### config.mk
export PLATFORM = sky130hd
export DESIGN_NAME = complex_frequency_shifter_top_flat
export DESIGN_NICKNAME = d
export VERILOG_FILES = /design/src/hdl/cfs_pkg.sv /design/src/hdl/cfs_sample_if.sv /design/src/hdl/cfs_result_if.sv /design/src/hdl/complex_frequency_shifter_top.sv /design/src/flat_wrapper.sv
export SDC_FILE = /design/constraint.sdc
export NUM_CORES = 2
export LEC_CHECK = 0
export ABC_AREA = 0
export BUFFER_PORTS_ARGS = -buffer_cell sky130_fd_sc_hd__buf_2
export CAP_MARGIN = 20
export CELL_PAD_IN_SITES_DETAIL_PLACEMENT = 1
export CELL_PAD_IN_SITES_GLOBAL_PLACEMENT = 2
export CORE_AREA = 5 5 399 401
export DETAILED_ROUTE_END_ITERATION = 6
export DIE_AREA = 0 0 404 406
export PLACE_DENSITY = 0.83
export SYNTH_ARGS = -nofsm -noshare
export SYNTH_HDL_FRONTEND = slang
export SYNTH_SLANG_ARGS = --single-unit
### constraint.sdc
create_clock -name clk -period 19.9 [get_ports clk]
set_clock_uncertainty 0.15 [all_clocks]
set_input_delay 1.99 -clock clk [delete_from_list [all_inputs] [get_ports clk]]
set_output_delay 1.99 -clock clk [all_outputs]
set_load 0.01 [all_outputs]
### src/hdl/cfs_pkg.sv
package cfs_pkg;

  // Defaults for the top level parameters
  localparam int CFS_SAMPLE_WIDTH    = 16;
  localparam int CFS_PHASE_WIDTH     = 32;
  localparam int CFS_TABLE_ADDR_BITS = 10;

  // The increment register is always 32 bits; one turn is 2^32
  localparam int INC_WIDTH = 32;

  // 2*pi in Q3.30 and one in Q30, used to build the quarter-wave table
  localparam longint TWO_PI_Q30 = 64'sd6746518852;
  localparam longint Q30_ONE    = 64'sd1 <<< 30;

  // Quadrant codes, top two bits of the table index
  localparam logic [1:0] QUAD_0 = 2'd0;
  localparam logic [1:0] QUAD_1 = 2'd1;
  localparam logic [1:0] QUAD_2 = 2'd2;
  localparam logic [1:0] QUAD_3 = 2'd3;

  // One step of the Taylor recurrence: term * theta^2, truncated after each product
  function automatic longint taylor_step(longint term, longint theta);
    longint t;
    t = (term * theta) >>> 30;
    return (t * theta) >>> 30;
  endfunction

  function automatic longint series_sin(longint th);
    longint t;
    longint s;
    t = th;
    s = th;
    t = taylor_step(t, th) / 6;   s = s - t;
    t = taylor_step(t, th) / 20;  s = s + t;
    t = taylor_step(t, th) / 42;  s = s - t;
    t = taylor_step(t, th) / 72;  s = s + t;
    t = taylor_step(t, th) / 110; s = s - t;
    t = taylor_step(t, th) / 156; s = s + t;
    t = taylor_step(t, th) / 210; s = s - t;
    t = taylor_step(t, th) / 272; s = s + t;
    t = taylor_step(t, th) / 342; s = s - t;
    t = taylor_step(t, th) / 420; s = s + t;
    return s;
  endfunction

  function automatic longint series_cos(longint th);
    longint t;
    longint s;
    t = Q30_ONE;
    s = Q30_ONE;
    t = taylor_step(t, th) / 2;   s = s - t;
    t = taylor_step(t, th) / 12;  s = s + t;
    t = taylor_step(t, th) / 30;  s = s - t;
    t = taylor_step(t, th) / 56;  s = s + t;
    t = taylor_step(t, th) / 90;  s = s - t;
    t = taylor_step(t, th) / 132; s = s + t;
    t = taylor_step(t, th) / 182; s = s - t;
    t = taylor_step(t, th) / 240; s = s + t;
    t = taylor_step(t, th) / 306; s = s - t;
    t = taylor_step(t, th) / 380; s = s + t;
    return s;
  endfunction

  // Q30 value to sample amplitude, round half up, clamped to zero and full scale
  function automatic longint scale_q30(longint v, int sw);
    longint amp;
    longint x;
    longint r;
    amp = (64'sd1 <<< (sw - 1)) - 64'sd1;
    x = (v < 0) ? 64'sd0 : v;
    r = (x * amp + (64'sd1 <<< 29)) >>> 30;
    return (r > amp) ? amp : r;
  endfunction

  function automatic longint quarter_theta(longint r, int abits);
    return (TWO_PI_Q30 * r + (64'sd1 <<< (abits - 1))) >>> abits;
  endfunction

  function automatic longint quarter_sin(longint r, int abits, int sw);
    return scale_q30(series_sin(quarter_theta(r, abits)), sw);
  endfunction

  function automatic longint quarter_cos(longint r, int abits, int sw);
    return scale_q30(series_cos(quarter_theta(r, abits)), sw);
  endfunction

endpackage

### src/hdl/cfs_sample_if.sv
interface cfs_sample_if import cfs_pkg::*; #(
  parameter int SAMPLE_WIDTH = CFS_SAMPLE_WIDTH
) ();
  logic                           valid;
  logic                           ready;
  logic signed [SAMPLE_WIDTH-1:0] sample_re;
  logic signed [SAMPLE_WIDTH-1:0] sample_im;
  logic                           last_sample;

  modport source (output valid, sample_re, sample_im, last_sample, input ready);
  modport sink (input valid, sample_re, sample_im, last_sample, output ready);
endinterface

### src/hdl/cfs_result_if.sv
interface cfs_result_if import cfs_pkg::*; #(
  parameter int SAMPLE_WIDTH = CFS_SAMPLE_WIDTH
) ();
  logic                           valid;
  logic                           ready;
  logic signed [SAMPLE_WIDTH-1:0] shifted_re;
  logic signed [SAMPLE_WIDTH-1:0] shifted_im;
  logic                           result_last;

  modport source (output valid, shifted_re, shifted_im, result_last, input ready);
  modport sink (input valid, shifted_re, shifted_im, result_last, output ready);
endinterface

### src/hdl/complex_frequency_shifter_top.sv
// Complex frequency shifter: rotates each sample by the phase of a running NCO.
// Registered stages from request accept to result valid: lookup, multiply, round.
// Throughput: one request per cycle while results are taken; the three stages advance independently,
// so a bubble is filled while a finished result waits at the output.
// Reset (rst, synchronous, active high) clears the phase accumulator, the
// phase increment and all stage valids; the sine table is constant logic.
module complex_frequency_shifter_top import cfs_pkg::*; #(
  parameter int SAMPLE_WIDTH    = CFS_SAMPLE_WIDTH,
  parameter int PHASE_WIDTH     = CFS_PHASE_WIDTH,
  parameter int TABLE_ADDR_BITS = CFS_TABLE_ADDR_BITS
) (
  input  logic                 clk,
  input  logic                 rst,
  input  logic                 cfg_we,
  input  logic [INC_WIDTH-1:0] cfg_data,
  cfs_sample_if.sink           samples,
  cfs_result_if.source         results
);

  localparam int QUARTER_BITS = TABLE_ADDR_BITS - 2;
  localparam int QUARTER      = 1 << QUARTER_BITS;
  localparam int PROD_W       = 2 * SAMPLE_WIDTH;
  localparam int SUM_W        = PROD_W + 1;
  // width left after dropping SAMPLE_WIDTH-1 fraction bits
  localparam int RES_W        = SUM_W - (SAMPLE_WIDTH - 1);

  localparam logic signed [SUM_W-1:0] HALF    = SUM_W'(64'sd1 <<< (SAMPLE_WIDTH - 2));
  localparam logic signed [RES_W-1:0] SAT_MAX =
    RES_W'((64'sd1 <<< (SAMPLE_WIDTH - 1)) - 64'sd1);
  localparam logic signed [RES_W-1:0] SAT_MIN = -SAT_MAX - RES_W'(1);

  // ---------------------------------------------------------------------------
  // Configuration and phase accumulator
  // ---------------------------------------------------------------------------
  logic [INC_WIDTH-1:0]   phase_increment;
  logic [PHASE_WIDTH-1:0] phase_acc;
  logic [PHASE_WIDTH-1:0] inc_aligned;
  logic                   accept;

  always_ff @(posedge clk) begin
    if (rst) begin
      phase_increment <= '0;
    end else if (cfg_we) begin
      phase_increment <= cfg_data;
    end
  end

  // Increment is a fraction of a turn aligned to the top of the accumulator
  generate
    if (PHASE_WIDTH >= INC_WIDTH) begin : g_inc_wide
      assign inc_aligned =
        PHASE_WIDTH'({phase_increment, {(PHASE_WIDTH - INC_WIDTH + 1){1'b0}}} >> 1);
    end else begin : g_inc_narrow
      assign inc_aligned = phase_increment[INC_WIDTH-1 -: PHASE_WIDTH];
    end
  endgenerate

  // Current sample uses the current phase; a last sample restarts at zero
  always_ff @(posedge clk) begin
    if (rst) begin
      phase_acc <= '0;
    end else if (accept) begin
      phase_acc <= samples.last_sample ? '0 : phase_acc + inc_aligned;
    end
  end

  // ---------------------------------------------------------------------------
  // Stage enables: each stage loads when it is empty or its successor loads
  // ---------------------------------------------------------------------------
  logic v1, v2, v3;
  logic en1, en2, en3;

  assign en3 = !v3 || results.ready;
  assign en2 = !v2 || en3;
  assign en1 = !v1 || en2;

  assign samples.ready = en1;
  assign accept        = samples.valid && en1;

  // ---------------------------------------------------------------------------
  // Quarter-wave sine/cosine table, built at elaboration
  // ---------------------------------------------------------------------------
  logic signed [SAMPLE_WIDTH-1:0] sin_rom [QUARTER];
  logic signed [SAMPLE_WIDTH-1:0] cos_rom [QUARTER];

  generate
    for (genvar i = 0; i < QUARTER; i++) begin : g_rom
      assign sin_rom[i] =
        SAMPLE_WIDTH'(quarter_sin(longint'(i), TABLE_ADDR_BITS, SAMPLE_WIDTH));
      assign cos_rom[i] =
        SAMPLE_WIDTH'(quarter_cos(longint'(i), TABLE_ADDR_BITS, SAMPLE_WIDTH));
    end
  endgenerate

  logic [TABLE_ADDR_BITS-1:0]     tab_idx;
  logic [1:0]                     quad;
  logic [QUARTER_BITS-1:0]        qaddr;
  logic signed [SAMPLE_WIDTH-1:0] s_raw, c_raw;
  logic signed [SAMPLE_WIDTH-1:0] sn_next, cs_next;

  assign tab_idx = phase_acc[PHASE_WIDTH-1 -: TABLE_ADDR_BITS];
  assign quad    = tab_idx[TABLE_ADDR_BITS-1 -: 2];
  assign qaddr   = tab_idx[QUARTER_BITS-1:0];
  assign s_raw   = sin_rom[qaddr];
  assign c_raw   = cos_rom[qaddr];

  // Fold the quarter wave out to the full turn
  always_comb begin
    case (quad)
      QUAD_0: begin
        sn_next = s_raw;
        cs_next = c_raw;
      end
      QUAD_1: begin
        sn_next = c_raw;
        cs_next = -s_raw;
      end
      QUAD_2: begin
        sn_next = -s_raw;
        cs_next = -c_raw;
      end
      default: begin
        sn_next = -c_raw;
        cs_next = s_raw;
      end
    endcase
  end

  // ---------------------------------------------------------------------------
  // Stage 1: sample and rotation coefficients
  // ---------------------------------------------------------------------------
  logic signed [SAMPLE_WIDTH-1:0] x1, y1, sn1, cs1;
  logic                           last1;

  always_ff @(posedge clk) begin
    if (rst) begin
      v1 <= 1'b0;
    end else if (en1) begin
      v1 <= samples.valid;
    end
  end

  always_ff @(posedge clk) begin
    if (accept) begin
      x1    <= samples.sample_re;
      y1    <= samples.sample_im;
      last1 <= samples.last_sample;
      sn1   <= sn_next;
      cs1   <= cs_next;
    end
  end

  // ---------------------------------------------------------------------------
  // Stage 2: four partial products
  // ---------------------------------------------------------------------------
  logic signed [PROD_W-1:0] p_xc, p_ys, p_xs, p_yc;
  logic                     last2;

  always_ff @(posedge clk) begin
    if (rst) begin
      v2 <= 1'b0;
    end else if (en2) begin
      v2 <= v1;
    end
  end

  always_ff @(posedge clk) begin
    if (en2 && v1) begin
      p_xc  <= x1 * cs1;
      p_ys  <= y1 * sn1;
      p_xs  <= x1 * sn1;
      p_yc  <= y1 * cs1;
      last2 <= last1;
    end
  end

  // ---------------------------------------------------------------------------
  // Stage 3: combine, round half up, saturate
  // ---------------------------------------------------------------------------
  logic signed [SUM_W-1:0]        sum_re, sum_im, shr_re, shr_im;
  logic signed [RES_W-1:0]        r_re, r_im;
  logic signed [SAMPLE_WIDTH-1:0] re_next, im_next;

  assign sum_re = SUM_W'(p_xc) - SUM_W'(p_ys) + HALF;
  assign sum_im = SUM_W'(p_xs) + SUM_W'(p_yc) + HALF;
  assign shr_re = sum_re >>> (SAMPLE_WIDTH - 1);
  assign shr_im = sum_im >>> (SAMPLE_WIDTH - 1);
  assign r_re   = shr_re[RES_W-1:0];
  assign r_im   = shr_im[RES_W-1:0];

  always_comb begin
    if (r_re > SAT_MAX) begin
      re_next = SAT_MAX[SAMPLE_WIDTH-1:0];
    end else if (r_re < SAT_MIN) begin
      re_next = SAT_MIN[SAMPLE_WIDTH-1:0];
    end else begin
      re_next = r_re[SAMPLE_WIDTH-1:0];
    end
    if (r_im > SAT_MAX) begin
      im_next = SAT_MAX[SAMPLE_WIDTH-1:0];
    end else if (r_im < SAT_MIN) begin
      im_next = SAT_MIN[SAMPLE_WIDTH-1:0];
    end else begin
      im_next = r_im[SAMPLE_WIDTH-1:0];
    end
  end

  logic signed [SAMPLE_WIDTH-1:0] out_re, out_im;
  logic                           out_last;

  always_ff @(posedge clk) begin
    if (rst) begin
      v3 <= 1'b0;
    end else if (en3) begin
      v3 <= v2;
    end
  end

  always_ff @(posedge clk) begin
    if (en3 && v2) begin
      out_re   <= re_next;
      out_im   <= im_next;
      out_last <= last2;
    end
  end

  assign results.valid       = v3;
  assign results.shifted_re  = out_re;
  assign results.shifted_im  = out_im;
  assign results.result_last = out_last;

  // ---------------------------------------------------------------------------
  // Assertions
  // ---------------------------------------------------------------------------

  // A last sample always restarts the phase at zero
  a_last_restart: assert property (@(posedge clk) disable iff (rst)
    (accept && samples.last_sample) |=> (phase_acc == '0))
    else $error("phase not cleared after last sample");

  // Any other sample advances the phase by exactly one increment
  a_phase_step: assert property (@(posedge clk) disable iff (rst)
    (accept && !samples.last_sample) |=> (phase_acc == $past(phase_acc + inc_aligned)))
    else $error("phase step mismatch");

  // Input only stalls when the output holds a result nobody takes
  a_stall_cause: assert property (@(posedge clk) disable iff (rst)
    !samples.ready |-> (results.valid && !results.ready && v1 && v2))
    else $error("input stalled with room in the pipeline");

  // No result leaves right after reset
  a_reset_empty: assert property (@(posedge clk)
    $fell(rst) |-> !results.valid)
    else $error("result valid right after reset");

endmodule
### src/flat_wrapper.sv
// flat-port wrapper written by rule: the top's interface ports become plain ports
module complex_frequency_shifter_top_flat import cfs_pkg::*;
#(
  parameter int SAMPLE_WIDTH    = CFS_SAMPLE_WIDTH,
  parameter int PHASE_WIDTH     = CFS_PHASE_WIDTH,
  parameter int TABLE_ADDR_BITS = CFS_TABLE_ADDR_BITS
)
  (clk, rst, cfg_we, cfg_data, samples_valid, samples_sample_re, samples_sample_im, samples_last_sample, samples_ready, results_valid, results_shifted_re, results_shifted_im, results_result_last, results_ready);
  cfs_sample_if #(.SAMPLE_WIDTH(SAMPLE_WIDTH)) samples_i ();
  cfs_result_if #(.SAMPLE_WIDTH(SAMPLE_WIDTH)) results_i ();
  input  logic clk;
  input  logic rst;
  input  logic cfg_we;
  input  logic [INC_WIDTH-1:0] cfg_data;
  input wire logic [$bits(samples_i.valid)-1:0] samples_valid;
  input wire logic [$bits(samples_i.sample_re)-1:0] samples_sample_re;
  input wire logic [$bits(samples_i.sample_im)-1:0] samples_sample_im;
  input wire logic [$bits(samples_i.last_sample)-1:0] samples_last_sample;
  output wire logic [$bits(samples_i.ready)-1:0] samples_ready;
  output wire logic [$bits(results_i.valid)-1:0] results_valid;
  output wire logic [$bits(results_i.shifted_re)-1:0] results_shifted_re;
  output wire logic [$bits(results_i.shifted_im)-1:0] results_shifted_im;
  output wire logic [$bits(results_i.result_last)-1:0] results_result_last;
  input wire logic [$bits(results_i.ready)-1:0] results_ready;
  assign samples_i.valid = samples_valid;
  assign samples_i.sample_re = samples_sample_re;
  assign samples_i.sample_im = samples_sample_im;
  assign samples_i.last_sample = samples_last_sample;
  assign samples_ready = samples_i.ready;
  assign results_valid = results_i.valid;
  assign results_shifted_re = results_i.shifted_re;
  assign results_shifted_im = results_i.shifted_im;
  assign results_result_last = results_i.result_last;
  assign results_i.ready = results_ready;
  complex_frequency_shifter_top #(.SAMPLE_WIDTH(SAMPLE_WIDTH), .PHASE_WIDTH(PHASE_WIDTH), .TABLE_ADDR_BITS(TABLE_ADDR_BITS)) u_core (.clk(clk), .rst(rst), .cfg_we(cfg_we), .cfg_data(cfg_data), .samples(samples_i), .results(results_i));
endmodule
# Word-level counts from Yosys, hierarchy flattened
# Memory sizes are Yosys's and may differ from the RTL's.
# Cells that the tools add are included.
[totals]
reg_bits = 294
mem_bits_ro = 8192
in_bits = 70
output_inout_bits = 35
elab_cells = 58
memories = 2
[op_classes]
n_addsub = 7
n_mul = 4
order_cmp = 5
eq_ne = 2
muxes = 9
bitwise = 1
reduce_logical = 10
[mem_list]
columns = ["name", "depth", "width", "read_ports", "rd_ports_with_merged_regs", "write_ports", "line_no", "text"]
rows = [
  ["(name not given)", 256, 16, 1, 0, 0, "complex_frequency_shifter_top.sv:105", "assign c_raw = cos_rom[qaddr];"],
  ["(name not given)", 256, 16, 1, 0, 0, "complex_frequency_shifter_top.sv:104", "assign s_raw = sin_rom[qaddr];"],
]
[op_table]
columns = ["op", "n"]
rows = [
  ["$mul 16x16->32", 4],
  ["$mux 16", 6],
  ["$pmux 16 s3", 2],
  ["$add 33x16->33 const B", 2],
  ["$gt 18x16->1 const B", 2],
  ["$lt 18x16->1 const B", 2],
  ["$add 32x32->33", 1],
  ["$sub 32x32->33", 1],
  ["$add 32x32->32", 1],
  ["$mux 32", 1],
  ["$neg 16->16", 2],
  ["$ge 9x9->1 const B", 1],
  ["$not 8->9", 1],
  ["$logic_and 1x1->1", 3],
  ["$logic_not 1->1", 3],
  ["$logic_or 1x1->1", 3],
  ["$eq 2x1->1 const B", 1],
  ["$eq 2x2->1 const B", 1],
  ["$logic_not 2->1", 1],
]

# Depth between registers and ports, before layout
[depth]
depth_word = 6
mapped_depth = 26
mapped_depth_nobuf = 24

# Worst setup path before layout
# Ideal clock, no wire load.
[synth_timing]
path_type = "input to register"
start = "input port results_ready"
end = "register u_core.last2 (enable)"
setup_time_ns = 0.815
arrival_time_ns = 11.393
required_ns = 18.935
slack_ns = 7.543
path_stages = 2
n_path_buf = 0
cell_sequence = "nor2b_1 a21boi_0"
[synth_via]
elab_chain_cells = 3
[synth_lines]
columns = ["element", "line_no", "text"]
rows = [
  ["from (decl)", "flat_wrapper.sv:24", "input wire logic [$bits(results_i.ready)-1:0] results_ready;"],
  ["$logic_or 1x1->1", "complex_frequency_shifter_top.sv:73", "assign en3 = !v3 || results.ready;"],
  ["$logic_or 1x1->1", "complex_frequency_shifter_top.sv:74", "assign en2 = !v2 || en3;"],
  ["$logic_and 1x1->1", "complex_frequency_shifter_top.sv:168", "if (en2 && v1) begin"],
  ["to (signal assigned)", "complex_frequency_shifter_top.sv:173", "last2 <= last1;"],
  ["to (decl)", "complex_frequency_shifter_top.sv:157", "logic last2;"],
]
# Every way passes these cells.
# A chain may end at the register's enable or synchronous reset.

# Worst setup path after layout
[layout_timing]
start = "register u_core.y1[11]"
end = "register u_core.p_yc[30], data pin"
[layout_via]
elab_chain_cells = 1
[layout_lines]
columns = ["element", "line_no", "text"]
rows = [
  ["from (decl)", "complex_frequency_shifter_top.sv:132", "logic signed [SAMPLE_WIDTH-1:0] x1, y1, sn1, cs1;"],
  ["from (signal assigned)", "complex_frequency_shifter_top.sv:146", "y1 <= samples.sample_im;"],
  ["$mul 16x16->32", "complex_frequency_shifter_top.sv:172", "p_yc <= y1 * cs1;"],
  ["to (signal assigned)", "complex_frequency_shifter_top.sv:172", ""],
  ["to (decl)", "complex_frequency_shifter_top.sv:156", "logic signed [PROD_W-1:0] p_xc, p_ys, p_xs, p_yc;"],
]
# Every way passes these cells.

==> impl_metrics.json <==
{
  "clock_latency_ns": 0.66,
  "initial_core_util_pct": 40.6,
  "cts_buffer_depth": 3,
  "nets": 8500,
  "yosysTopAreaCell": "fa_1",
  "die_x_um": 404,
  "setup_viol": 0,
  "drc": 0,
  "tightest_slew_ns": 1.05,
  "min_period_ns": 8.02,
  "cts_tree": "built",
  "clkSinkCount": 294,
  "clk_pin_slew_ns": 0.06,
  "ys_ff_latch": 294,
  "slew_violations": 0,
  "fin_crit_sh_pct": 40.3,
  "grt_pass1_vias": 57000,
  "gp_congestion": 0.983,
  "hold_class": "flip-flop to flip-flop",
  "vias": 50100,
  "cp_max_fo": 17,
  "grt_antenna_before_repair": 12,
  "syn_nets": 8623,
  "vias_per_cell": 5.59,
  "yosysWarningCount": 0,
  "synth_area_leaders": "fa_1, edfxtp_1, ha_1, inv_1, and2_1",
  "cts_made_buffers": 46,
  "slew_headroom_pct": 28.3,
  "critPathCaptureType": "flip-flop",
  "ys_seq_area_share_pct": 12.9,
  "crit_path_frequent_cell": "fa_1",
  "cts_setup_buffers": 0,
  "synth_flop_cell": "edfxtp_1",
  "tns_ns": 0,
  "post_cts_resized": 0,
  "dieHeight_um": 406,
  "crit_buf_inv": 5,
  "io_buffers": 104,
  "core_area_mm2": 0.155,
  "drive_above_1_share_pct": 5.92,
  "fmax_mhz": 125,
  "wire_per_inst_um": 23.6,
  "htreeDepth": 2,
  "holdBufCountCts": 0,
  "drt_first_pass_iters": 5,
  "grt_overflow": 0,
  "track_usage_pct": 26.0,
  "maxCapViolCount": 0,
  "cp_data_arrival_time_ns": 8.38,
  "synth_area_mm2": 0.0630,
  "startpoint_type": "flip-flop",
  "synth_cell_type_count": 108,
  "grt_start_max_net_pins": 174,
  "crit_family": "adder cells",
  "grt_first_pass_wirelength_um": 331000,
  "path_cells": "buf_4 -> and2_1 -> fa_1 -> inv_1 -> fa_1 -> fa_1 -> inv_1 -> fa_1 -> fa_1 -> inv_1 -> fa_1 -> inv_1 -> ha_1 -> nand2_1 -> nand2b_1 -> or4_1 -> a211oi_1 -> nor4b_1 -> o31ai_1 -> a21oi_1 -> or4b_2 -> nand3_1",
  "io_pins": 105,
  "dp_hpwl_um": 160000,
  "totalWireLength_um": 212000,
  "cp.required_ns": 20.25,
  "area_growth_pct": 6.02,
  "dieArea_mm2": 0.164,
  "num_rows": 145,
  "async_flop_share_pct": 0,
  "antenna_left": 0,
  "syn_area_per_cell_um2": 9.03,
  "cpMaxStageDelayCell": "edfxtp_1",
  "fillers": 18000,
  "yosysTopAreaCellShare_pct": 33.4,
  "crit_type": "flip-flop to flip-flop",
  "status": "complete, no violations",
  "first_iter_violations": 2806,
  "cpPeakStageDelay_ns": 0.88,
  "syn_inst": 6979,
  "cts-root-buf": "clkbuf_16",
  "synth_enable_flop_cells": 227,
  "rsz0062_at_grt": "no",
  "hold_violations": 0
}
[cell usage after synthesis (64+ instances only)]
master	number
and2_1	514
a21oi_1	270
inv_1	1264
clkbuf_1	281
edfxtp_1	227
fa_1	1053
nand3_1	89
nand2b_1	92
ha_1	521
o21ai_0	204
a21o_1	111
dfxtp_1	67
nand2_1	696
mux2i_1	64
nor3_1	93
xnor2_1	141
nor2_1	314
[sequential cells by signal (all words and copies together), names as in the netlist, 32 cells and up]
signal	flops
u_core.p_xc	32
u_core.p_xs	32
u_core.phase_acc	32
u_core.p_yc	32
u_core.inc_aligned	32
u_core.p_ys	32
[cells by family (layout without fill, tap and decap cells)]
| group | Yosys count | after routing | synth area share [%] |
|---|---|---|---|
| AND/OR/NAND/NOR | 2011 | 2011 | 15.9 |
| buffers and inverters | 1679 | 1593 | 10.7 |
| adder cells (fa/ha/maj) | 1574 | 1574 | 43.8 |
| AO/OA/AOI/OAI | 1150 | 1150 | 12.3 |
| flip-flops | 294 | 294 | 12.9 |
| XOR/XNOR | 185 | 185 | 2.58 |
| multiplexers | 86 | 86 | 1.71 |
| other | 0 | 6 | 0 |
[worst reg2reg max path, cell delays in order (launching register included)]
cell and delay (ns):
edfxtp_1 0.88, buf_4 0.38, and2_1 0.21, fa_1 0.43, inv_1 0.10, fa_1 0.45
fa_1 0.53, inv_1 0.06, fa_1 0.49, fa_1 0.49, inv_1 0.05, fa_1 0.47
inv_1 0.04, ha_1 0.31, nand2_1 0.13, nand2b_1 0.12, or4_1 0.42, a211oi_1 0.59
nor4b_1 0.24, o31ai_1 0.43, a21oi_1 0.18, or4b_2 0.63, nand3_1 0.09
[per-layer routing]
layer	track usage, %	wire, um	share of wire (%)
met1	30.2	82100	39
met4	12.0	11200	5.3
met3	2.80	8840	4.2
met2	48.1	109000	52
met5	0	50	0.024
[area by class of cell]
| cell class | count | area [um2] | share of cell area, % |
|---|---|---|---|
| multi-input combinational | 5006 | 48200 | 72.1 |
| clock buffer | 57 | 1250 | 1.88 |
| antenna | 6 | 15.0 | 0.0225 |
| sequential | 294 | 8180 | 12.2 |
| tap | 2058 | 2570 | 3.85 |
| inverter | 1267 | 4760 | 7.12 |
| timing repair buffer | 241 | 1600 | 2.39 |
| clock inverter | 28 | 280 | 0.419 |
[layout by cell type, fill, tap and decap left out, types with 22 or more instances in the layout]
master / count
buf_2: 104
o21a_1: 32
a22oi_1: 25
a31oi_1: 56
o211ai_1: 41
nor2b_1: 54
xnor2_1: 141
a21o_1: 111
nor3_1: 92
a21oi_1: 270
a311oi_1: 35
dfxtp_1: 61
clkbuf_16: 47
and2_1: 514
a221oi_1: 28
nand3_1: 89
ha_1: 520
mux2i_1: 64
nand2_1: 696
fa_1: 1053
nor2_1: 314
xor2_1: 43
a211oi_1: 57
or3_1: 31
nand2b_1: 92
o21ai_0: 204
o21bai_1: 22
edfxtp_1: 227
inv_1: 1263
o31ai_1: 30
buf_4: 132
[worst paths after layout]
kind                                 from                   endpoint  cells after the start  slack [ns]
setup / recovery  u_core.y1[11]$_DFFE_PP_  u_core.p_yc[30]$_DFFE_PP_                     22       11.88
hold / removal     u_core.last1$_DFFE_PP_     u_core.last2$_DFFE_PP_                      0        0.27
setup reg to reg  u_core.y1[11]$_DFFE_PP_  u_core.p_yc[30]$_DFFE_PP_                     22       11.88
hold reg to reg    u_core.last1$_DFFE_PP_     u_core.last2$_DFFE_PP_                      0        0.27
[metrics by stage]
stage	utilization, %	instances	hold WS [ns]	setup slack, ns	cell area (um2)
6_report	43.0	8957	0.274	11.88	66800
5_1_grt	43.0	8951	0.303	11.66	66800
4_1_cts	43.0	8948	0.275	11.72	66800
3_5_place_dp	42.0	8863	0.261	11.80	65200
3_3_place_gp	42.0	8861	0.257	11.89	65200
2_1_floorplan	-	6979	0.250	7.54	63000
Power is left out: the tool's default activity adds up to more than one toggle a clock period on the data nets, which glitch-free logic cannot reach.
